File: src/hdl/tsm_pkg.sv
package tsm_pkg;

   localparam int unsigned STORE_DEPTH_DEF = 1024;
   localparam int unsigned DATA_W = 32;
   localparam int unsigned STEP_W = 5;

   localparam logic OP_PUSH = 1'b0;
   localparam logic OP_POP  = 1'b1;

   localparam logic [1:0] SEL_BOTTOM = 2'd0;
   localparam logic [1:0] SEL_TOP    = 2'd1;

   typedef logic [STEP_W-1:0] step_type;

   // microprogram step addresses
   localparam step_type UC_IDLE     = 5'd0;
   localparam step_type UC_DISPATCH = 5'd1;
   localparam step_type UC_DONE     = 5'd2;
   localparam step_type UC_BPU0     = 5'd3;
   localparam step_type UC_BPU1     = 5'd4;
   localparam step_type UC_BPU2     = 5'd5;
   localparam step_type UC_BPO0     = 5'd6;
   localparam step_type UC_BPO1     = 5'd7;
   localparam step_type UC_BPO2     = 5'd8;
   localparam step_type UC_BPO3     = 5'd9;
   localparam step_type UC_TPU0     = 5'd10;
   localparam step_type UC_TPO0     = 5'd11;
   localparam step_type UC_TPO1     = 5'd12;
   localparam step_type UC_MPU0     = 5'd13;
   localparam step_type UC_MPU1     = 5'd14;
   localparam step_type UC_MPU2     = 5'd15;
   localparam step_type UC_MPU3     = 5'd16;
   localparam step_type UC_MPU4     = 5'd17;
   localparam step_type UC_MPO0     = 5'd18;
   localparam step_type UC_MPO1     = 5'd19;
   localparam step_type UC_MPO2     = 5'd20;
   localparam step_type UC_MPO3     = 5'd21;
   localparam step_type UC_MPO4     = 5'd22;
   localparam step_type UC_LAST     = UC_MPO4;

   typedef enum logic [1:0] {
      ST_OK    = 2'd0,
      ST_EMPTY = 2'd1,
      ST_FULL  = 2'd2
   } status_type;

   typedef enum logic [2:0] {
      K_BOT_PUSH,
      K_BOT_POP,
      K_TOP_PUSH,
      K_TOP_POP,
      K_MID_PUSH,
      K_MID_POP
   } kind_type;

   typedef enum logic [3:0] {
      A_BC,       // bottom_count
      A_BCM1,     // bottom_count - 1
      A_TOPW,     // next free word of the top stack
      A_TOPR,     // top word of the top stack
      A_BASE,
      A_BASEM1,
      A_END,      // base + length
      A_ENDM1,
      A_END_R1,   // logical top of the middle stack
      A_PTR,
      A_PTRM1,
      A_PTRP1
   } addr_sel_type;

   typedef enum logic {
      WD_VALUE,
      WD_RAM
   } wdata_sel_type;

   typedef enum logic [2:0] {
      PTR_HOLD,
      PTR_LOAD_END,
      PTR_LOAD_SLOT,
      PTR_INC,
      PTR_DEC
   } ptr_op_type;

   typedef enum logic [3:0] {
      UPD_NONE,
      UPD_BOT_INC,
      UPD_BOT_DEC,
      UPD_TOP_INC,
      UPD_TOP_DEC,
      UPD_SLIDE_UP,
      UPD_SLIDE_DOWN,
      UPD_MID_FIRST,
      UPD_MID_INC,
      UPD_MID_DEC
   } upd_type;

   typedef enum logic [2:0] {
      C_NEXT,
      C_ALWAYS,
      C_LEN_ZERO,
      C_PTR_SLOT,
      C_PTR_LAST,
      C_DISPATCH
   } cond_type;

   typedef struct packed {
      logic          is_idle;
      logic          is_done;
      addr_sel_type  rd_sel;
      logic          wr_en;
      addr_sel_type  wr_sel;
      wdata_sel_type wd_sel;
      ptr_op_type    ptr_op;
      logic          res_load;
      upd_type       upd;
      cond_type      cond;
      step_type      target;
   } ctrl_type;

   typedef struct packed {
      kind_type kind;
      logic     err;
      logic     len_zero;
      logic     ptr_at_slot;
      logic     ptr_at_last;
   } flags_type;

   localparam ctrl_type CTRL_NOP = '{
      is_idle:  1'b0,
      is_done:  1'b0,
      rd_sel:   A_BC,
      wr_en:    1'b0,
      wr_sel:   A_BC,
      wd_sel:   WD_VALUE,
      ptr_op:   PTR_HOLD,
      res_load: 1'b0,
      upd:      UPD_NONE,
      cond:     C_NEXT,
      target:   UC_IDLE
   };

   // control store
   function automatic ctrl_type uc_word(step_type step);
      ctrl_type w;
      w = CTRL_NOP;
      case (step)
         UC_IDLE: begin
            w.is_idle = 1'b1;
         end
         UC_DISPATCH: begin
            w.cond = C_DISPATCH;
         end
         UC_DONE: begin
            w.is_done = 1'b1;
         end
         // bottom push: move first middle word to the end, then store
         UC_BPU0: begin
            w.rd_sel = A_BASE;
            w.cond   = C_LEN_ZERO;
            w.target = UC_BPU2;
         end
         UC_BPU1: begin
            w.wr_en  = 1'b1;
            w.wr_sel = A_END;
            w.wd_sel = WD_RAM;
            w.upd    = UPD_SLIDE_UP;
         end
         UC_BPU2: begin
            w.wr_en  = 1'b1;
            w.wr_sel = A_BC;
            w.wd_sel = WD_VALUE;
            w.upd    = UPD_BOT_INC;
            w.cond   = C_ALWAYS;
            w.target = UC_DONE;
         end
         // bottom pop: take the word, then move last middle word below
         UC_BPO0: begin
            w.rd_sel = A_BCM1;
         end
         UC_BPO1: begin
            w.res_load = 1'b1;
            w.rd_sel   = A_ENDM1;
            w.cond     = C_LEN_ZERO;
            w.target   = UC_BPO3;
         end
         UC_BPO2: begin
            w.wr_en  = 1'b1;
            w.wr_sel = A_BASEM1;
            w.wd_sel = WD_RAM;
            w.upd    = UPD_SLIDE_DOWN;
         end
         UC_BPO3: begin
            w.upd    = UPD_BOT_DEC;
            w.cond   = C_ALWAYS;
            w.target = UC_DONE;
         end
         UC_TPU0: begin
            w.wr_en  = 1'b1;
            w.wr_sel = A_TOPW;
            w.wd_sel = WD_VALUE;
            w.upd    = UPD_TOP_INC;
            w.cond   = C_ALWAYS;
            w.target = UC_DONE;
         end
         UC_TPO0: begin
            w.rd_sel = A_TOPR;
         end
         UC_TPO1: begin
            w.res_load = 1'b1;
            w.upd      = UPD_TOP_DEC;
            w.cond     = C_ALWAYS;
            w.target   = UC_DONE;
         end
         // middle push: shift words above the logical top up by one
         UC_MPU0: begin
            w.ptr_op = PTR_LOAD_END;
            w.cond   = C_LEN_ZERO;
            w.target = UC_MPU4;
         end
         UC_MPU1: begin
            w.rd_sel = A_PTRM1;
            w.cond   = C_PTR_SLOT;
            w.target = UC_MPU3;
         end
         UC_MPU2: begin
            w.wr_en  = 1'b1;
            w.wr_sel = A_PTR;
            w.wd_sel = WD_RAM;
            w.ptr_op = PTR_DEC;
            w.cond   = C_ALWAYS;
            w.target = UC_MPU1;
         end
         UC_MPU3: begin
            w.wr_en  = 1'b1;
            w.wr_sel = A_PTR;
            w.wd_sel = WD_VALUE;
            w.upd    = UPD_MID_INC;
            w.cond   = C_ALWAYS;
            w.target = UC_DONE;
         end
         UC_MPU4: begin
            w.wr_en  = 1'b1;
            w.wr_sel = A_BC;
            w.wd_sel = WD_VALUE;
            w.upd    = UPD_MID_FIRST;
            w.cond   = C_ALWAYS;
            w.target = UC_DONE;
         end
         // middle pop: take the logical top, shift the words above down
         UC_MPO0: begin
            w.rd_sel = A_END_R1;
            w.ptr_op = PTR_LOAD_SLOT;
         end
         UC_MPO1: begin
            w.res_load = 1'b1;
         end
         UC_MPO2: begin
            w.rd_sel = A_PTRP1;
            w.cond   = C_PTR_LAST;
            w.target = UC_MPO4;
         end
         UC_MPO3: begin
            w.wr_en  = 1'b1;
            w.wr_sel = A_PTR;
            w.wd_sel = WD_RAM;
            w.ptr_op = PTR_INC;
            w.cond   = C_ALWAYS;
            w.target = UC_MPO2;
         end
         UC_MPO4: begin
            w.upd    = UPD_MID_DEC;
            w.cond   = C_ALWAYS;
            w.target = UC_DONE;
         end
         default: begin
            w.cond   = C_ALWAYS;
            w.target = UC_IDLE;
         end
      endcase
      return w;
   endfunction

   function automatic step_type entry_of(kind_type kind);
      step_type s;
      case (kind)
         K_BOT_PUSH: s = UC_BPU0;
         K_BOT_POP:  s = UC_BPO0;
         K_TOP_PUSH: s = UC_TPU0;
         K_TOP_POP:  s = UC_TPO0;
         K_MID_PUSH: s = UC_MPU0;
         K_MID_POP:  s = UC_MPO0;
         default:    s = UC_DONE;
      endcase
      return s;
   endfunction

endpackage

File: src/hdl/tsm_seq.sv
module tsm_seq (
   input  logic                clock,
   input  logic                reset,
   input  logic                req_valid,
   output logic                req_ready,
   output logic                rsp_valid,
   input  logic                rsp_ready,
   input  tsm_pkg::flags_type  flags,
   output tsm_pkg::ctrl_type   ctrl,
   output logic                accept,
   output logic                emit
);

   tsm_pkg::step_type upc_ff, upc_in;
   tsm_pkg::step_type dispatch_target;
   logic              rsp_valid_ff, rsp_valid_in;
   logic              jump;

   assign ctrl      = tsm_pkg::uc_word(upc_ff);
   assign req_ready = ctrl.is_idle;
   assign accept    = req_valid & ctrl.is_idle;
   // hold the finished beat in the sequencer until the output slot frees up
   assign emit      = ctrl.is_done & (~rsp_valid_ff | rsp_ready);
   assign rsp_valid = rsp_valid_ff;

   assign dispatch_target = flags.err ? tsm_pkg::UC_DONE : tsm_pkg::entry_of(flags.kind);

   always_comb begin
      case (ctrl.cond)
         tsm_pkg::C_NEXT:     jump = 1'b0;
         tsm_pkg::C_ALWAYS:   jump = 1'b1;
         tsm_pkg::C_LEN_ZERO: jump = flags.len_zero;
         tsm_pkg::C_PTR_SLOT: jump = flags.ptr_at_slot;
         tsm_pkg::C_PTR_LAST: jump = flags.ptr_at_last;
         tsm_pkg::C_DISPATCH: jump = 1'b1;
         default:             jump = 1'b0;
      endcase
   end

   always_comb begin
      if (ctrl.is_idle) begin
         upc_in = accept ? tsm_pkg::UC_DISPATCH : upc_ff;
      end else if (ctrl.is_done) begin
         upc_in = emit ? tsm_pkg::UC_IDLE : upc_ff;
      end else if (jump) begin
         upc_in = (ctrl.cond == tsm_pkg::C_DISPATCH) ? dispatch_target : ctrl.target;
      end else begin
         upc_in = upc_ff + 1'b1;
      end
   end

   assign rsp_valid_in = emit | (rsp_valid_ff & ~rsp_ready);

   always_ff @(posedge clock) begin
      if (reset) begin
         upc_ff       <= tsm_pkg::UC_IDLE;
         rsp_valid_ff <= 1'b0;
      end else begin
         upc_ff       <= upc_in;
         rsp_valid_ff <= rsp_valid_in;
      end
   end

   a_upc_range: assert property (@(posedge clock) disable iff (reset)
      upc_ff <= tsm_pkg::UC_LAST)
      else $error("microprogram counter left the control store");

   a_accept_dispatch: assert property (@(posedge clock) disable iff (reset)
      accept |=> upc_ff == tsm_pkg::UC_DISPATCH)
      else $error("accepted beat did not reach dispatch");

   a_emit_from_done: assert property (@(posedge clock) disable iff (reset)
      $rose(rsp_valid_ff) |-> $past(upc_ff == tsm_pkg::UC_DONE))
      else $error("result raised outside the done step");

endmodule

File: config.mk
export PLATFORM = sky130hd
export DESIGN_NAME = tsm_seq
export DESIGN_NICKNAME = d
export VERILOG_FILES = /design/src/hdl/tsm_pkg.sv /design/src/hdl/tsm_seq.sv
export SDC_FILE = /design/constraint.sdc
export NUM_CORES = 1
export LEC_CHECK = 0
export BUFFER_PORTS_ARGS = -buffer_cell sky130_fd_sc_hd__buf_4
export CORE_MARGIN = 4
export CORE_UTILIZATION = 50
export DETAILED_ROUTE_END_ITERATION = 16
export PLACE_DENSITY = 0.79
export SKIP_CTS_REPAIR_TIMING = 1
export SLEW_MARGIN = 20
export SYNTH_ARGS = -nofsm -noshare
export SYNTH_HDL_FRONTEND = slang
export SYNTH_SLANG_ARGS = --single-unit
File: constraint.sdc
create_clock -name clock -period 3 [get_ports clock]
set_input_delay 0.6 -clock clock [delete_from_list [all_inputs] [get_ports clock]]
set_output_delay 0.6 -clock clock [all_outputs]
set_load 0.03 [all_outputs]
==> flow_summary.toml <==
[synthesis]
synth.ff_latch_count = 6
mappedNetlistNets = 194
number_of_standard_cells_after_synthesis = 178
post_synth_instance_area_um2 = 1220
post_synth_cell_types = 57
avgSynthCellArea_um2 = 6.88
synth_top_flop_cell = "sky130_fd_sc_hd__dfxtp_1"
synth.yosys.warnings = 0
number_of_enable_flip_flop_cells_after_synthesis = 0
postSynth.asyncResetShare_pct = 0
synth-seq-area-share_pct = 9.81

[critical_path]
timing.critical_path.from_type = "flop"
timing_worst_setup_path_type = "reg -> out"
cp_data_arrival_time_ps = 2270
critical_path.endpoint_type = "output port"
register_to_register_path_depth = 8
register_to_register_setup_slack_ps = 380
crit_fanout = 11
worstPathRequired_ps = 2400

[die]
floorplan.rows = 17
fp.dieH_um = 57.5
placeable_core_region_um2 = 2280
design.die.area_um2 = 3310
die_w_um = 57.5
top_level_ports = 43
initial_core_util_pct = 53.8

[min_path]
hold_path_class = "in -> reg"
hold-path-cell-count = 2

[sta]
worst_slew_margin_rel_pct = 66.6
rsz0062_at_grt = "yes"
worst-slew-pin-transition_ps = 501
max_clock_freq_ghz = 0.349
setup_tns_ps = 0
finalHoldViolCount = 0
slew_violations = 0
layout_worst_path_cycle_share_pct = 95.5
worst_clock_skew_ps = 0.422
timing.final.setup_violations = 0
timing.final.crit_period_ps = 2870

[global_routing]
grt.overflow.total = 0
wire_length_of_the_first_global_routing_pass_um = 5570
vias_in_the_first_global_route = 1257
antenna_found_initial = 0
grt_max_degree = 21
global_route.usage.total_pct = 20.5

[clocking]
root_buffer = "sky130_fd_sc_hd__clkbuf_4"
tritoncts.num_buffers = 3
clock_input_transition_at_the_sequential_cells_of_the_worst_setup_and_hold_paths_ps = 40
clock_tree_from_tritoncts = "built"
clock_sinks = 6
clk-insertion-delay-late_ps = 240
cts_htree_levels = 1
cts-root-to-sink-buffers = 2

[detailed_routing]
route.vias.total = 1450
detail-route-antenna-nets = 0
drc = 0
route.final.wire_length_um = 3620
drt-pass1-iter-count = 4
drt_first_iter_violations = 44
detail_route.vias_per_cell = 5.99
drt-wirelength-per-cell_um = 15.0

[run]
max_cap_viol_count = 0

[placement]
place.detailed.hpwl_um = 2890
place_congestion = 0.841
place.port_buffers = 42

[status]
run_status = "finished clean"

[cells_and_area]
syn2layout_area_growth_pct = 28.2
layout-drive-gt1-share_pct = 35.0
final_nets = 232
filler_cells = 214
number_of_antenna_cells_inserted = 0
[metal layers]
metal / track usage, % / part of all wire, % / vias up
met5: 0 / 0 / -
li1: - / - / 716
met3: 2.71 / 6.8 / 6
met1: 25.0 / 41 / 672
met2: 35.6 / 50 / 56
met4: 8.28 / 1.8 / 0
[sequential cells by signal (all words and copies together) (netlist names)]
| name | cells |
|---|---|
| rsp_valid | 1 |
| upc_ff | 5 |
[synth_stat cells (3+ instances only)]
| cell type | count | area share [%] |
|---|---|---|
| sky130_fd_sc_hd__nand2_1 | 11 | 3.4 |
| sky130_fd_sc_hd__nor3_1 | 5 | 2.0 |
| sky130_fd_sc_hd__buf_6 | 3 | 2.8 |
| sky130_fd_sc_hd__nor2_1 | 20 | 6.1 |
| sky130_fd_sc_hd__a211oi_1 | 4 | 2.5 |
| sky130_fd_sc_hd__a31oi_1 | 5 | 2.6 |
| sky130_fd_sc_hd__o21bai_1 | 3 | 1.8 |
| sky130_fd_sc_hd__mux2_2 | 3 | 2.8 |
| sky130_fd_sc_hd__o21ai_0 | 5 | 2.0 |
| sky130_fd_sc_hd__a21oi_1 | 12 | 4.9 |
| sky130_fd_sc_hd__clkbuf_1 | 6 | 1.8 |
| sky130_fd_sc_hd__a21o_1 | 3 | 1.8 |
| sky130_fd_sc_hd__ha_1 | 5 | 5.1 |
| sky130_fd_sc_hd__xnor2_1 | 4 | 2.9 |
| sky130_fd_sc_hd__and3_1 | 3 | 1.5 |
| sky130_fd_sc_hd__dfxtp_1 | 6 | 9.8 |
| sky130_fd_sc_hd__nand2b_1 | 10 | 5.1 |
| sky130_fd_sc_hd__o22ai_1 | 4 | 2.0 |
| sky130_fd_sc_hd__nor2b_1 | 4 | 2.0 |
| sky130_fd_sc_hd__nand3_1 | 8 | 3.3 |
| sky130_fd_sc_hd__inv_1 | 5 | 1.5 |
| sky130_fd_sc_hd__buf_2 | 4 | 1.6 |
[worst paths after layout]
path	start	to
min reg2reg	rsp_valid	rsp_valid
max	upc_ff[0]	ctrl[5]
min	reset	rsp_valid
max reg2reg	upc_ff[0]	upc_ff[0]
[stage by stage]
step	hold WS (ps)	utilization [%]	setup slack, ps	std cells	instance area (um^2)
global route	553	69.0	-10.4	242	1570
detailed placement	626	67.6	279	239	1540
finish	555	69.0	134	242	1570
CTS	543	68.6	7.01	242	1560
floorplan	583	-	168	178	1220
global placement	606	67.6	372	239	1540
[worst max-delay path, cell delays in order (launching register included)]
cell and delay, ps:
sky130_fd_sc_hd__dfxtp_1 400, sky130_fd_sc_hd__inv_1 100, sky130_fd_sc_hd__ha_1 340, sky130_fd_sc_hd__or2b_1 300, sky130_fd_sc_hd__a21oi_2 90, sky130_fd_sc_hd__a2111oi_2 450, sky130_fd_sc_hd__or2_2 190, sky130_fd_sc_hd__buf_4 150
[cells in the final DEF (no fill, tap or decap), types with 2 or more instances in the layout]
cell,Yosys,layout
sky130_fd_sc_hd__and3_1,3,3
sky130_fd_sc_hd__nor2b_1,4,4
sky130_fd_sc_hd__nand3_1,8,8
sky130_fd_sc_hd__buf_4,1,50
sky130_fd_sc_hd__xnor2_1,4,4
sky130_fd_sc_hd__inv_1,5,5
sky130_fd_sc_hd__o22ai_1,4,4
sky130_fd_sc_hd__a31oi_1,5,5
sky130_fd_sc_hd__a311o_1,2,2
sky130_fd_sc_hd__clkbuf_4,0,3
sky130_fd_sc_hd__dfxtp_1,6,5
sky130_fd_sc_hd__a21oi_2,2,2
sky130_fd_sc_hd__nor3_1,5,5
sky130_fd_sc_hd__a311oi_1,2,2
sky130_fd_sc_hd__and2_1,2,2
sky130_fd_sc_hd__a21o_1,3,3
sky130_fd_sc_hd__o21bai_1,3,3
sky130_fd_sc_hd__a21oi_1,12,12
sky130_fd_sc_hd__o21a_1,2,2
sky130_fd_sc_hd__a31o_2,2,2
sky130_fd_sc_hd__nand2_1,11,11
sky130_fd_sc_hd__a2111oi_2,1,2
sky130_fd_sc_hd__or3_1,2,2
sky130_fd_sc_hd__nand3b_1,2,2
sky130_fd_sc_hd__or2_2,2,2
sky130_fd_sc_hd__mux2_2,3,3
sky130_fd_sc_hd__o21ai_0,5,5
sky130_fd_sc_hd__ha_1,5,4
sky130_fd_sc_hd__nand2b_1,10,10
sky130_fd_sc_hd__a211oi_1,4,4
sky130_fd_sc_hd__nor2_1,20,20
[cells by family (layout without fill, tap and decap cells)]
group / after synthesis / in the layout / share of synthesized area, %
flops: 6 / 6 / 9.81
mux: 5 / 5 / 4.80
buf+inv: 25 / 61 / 10.7
xor+xnor: 4 / 4 / 2.86
simple gates: 76 / 76 / 32.9
fa+ha+maj: 5 / 5 / 5.11
compound gates: 57 / 57 / 33.8
[cell type report]
type                    count  area (um^2)  share of cell area [%]
well taps                  28         35.0                    2.23
clock buffers               3         22.5                    1.43
flip-flops and latches      6          121                    7.73
multi-input cells         147          981                    62.5
repair buffers             50          375                    23.9
inverters                   8         35.0                    2.23
Power is not shown: default switching activity piles up to over one toggle a cycle in this logic, so the estimate is an artifact.
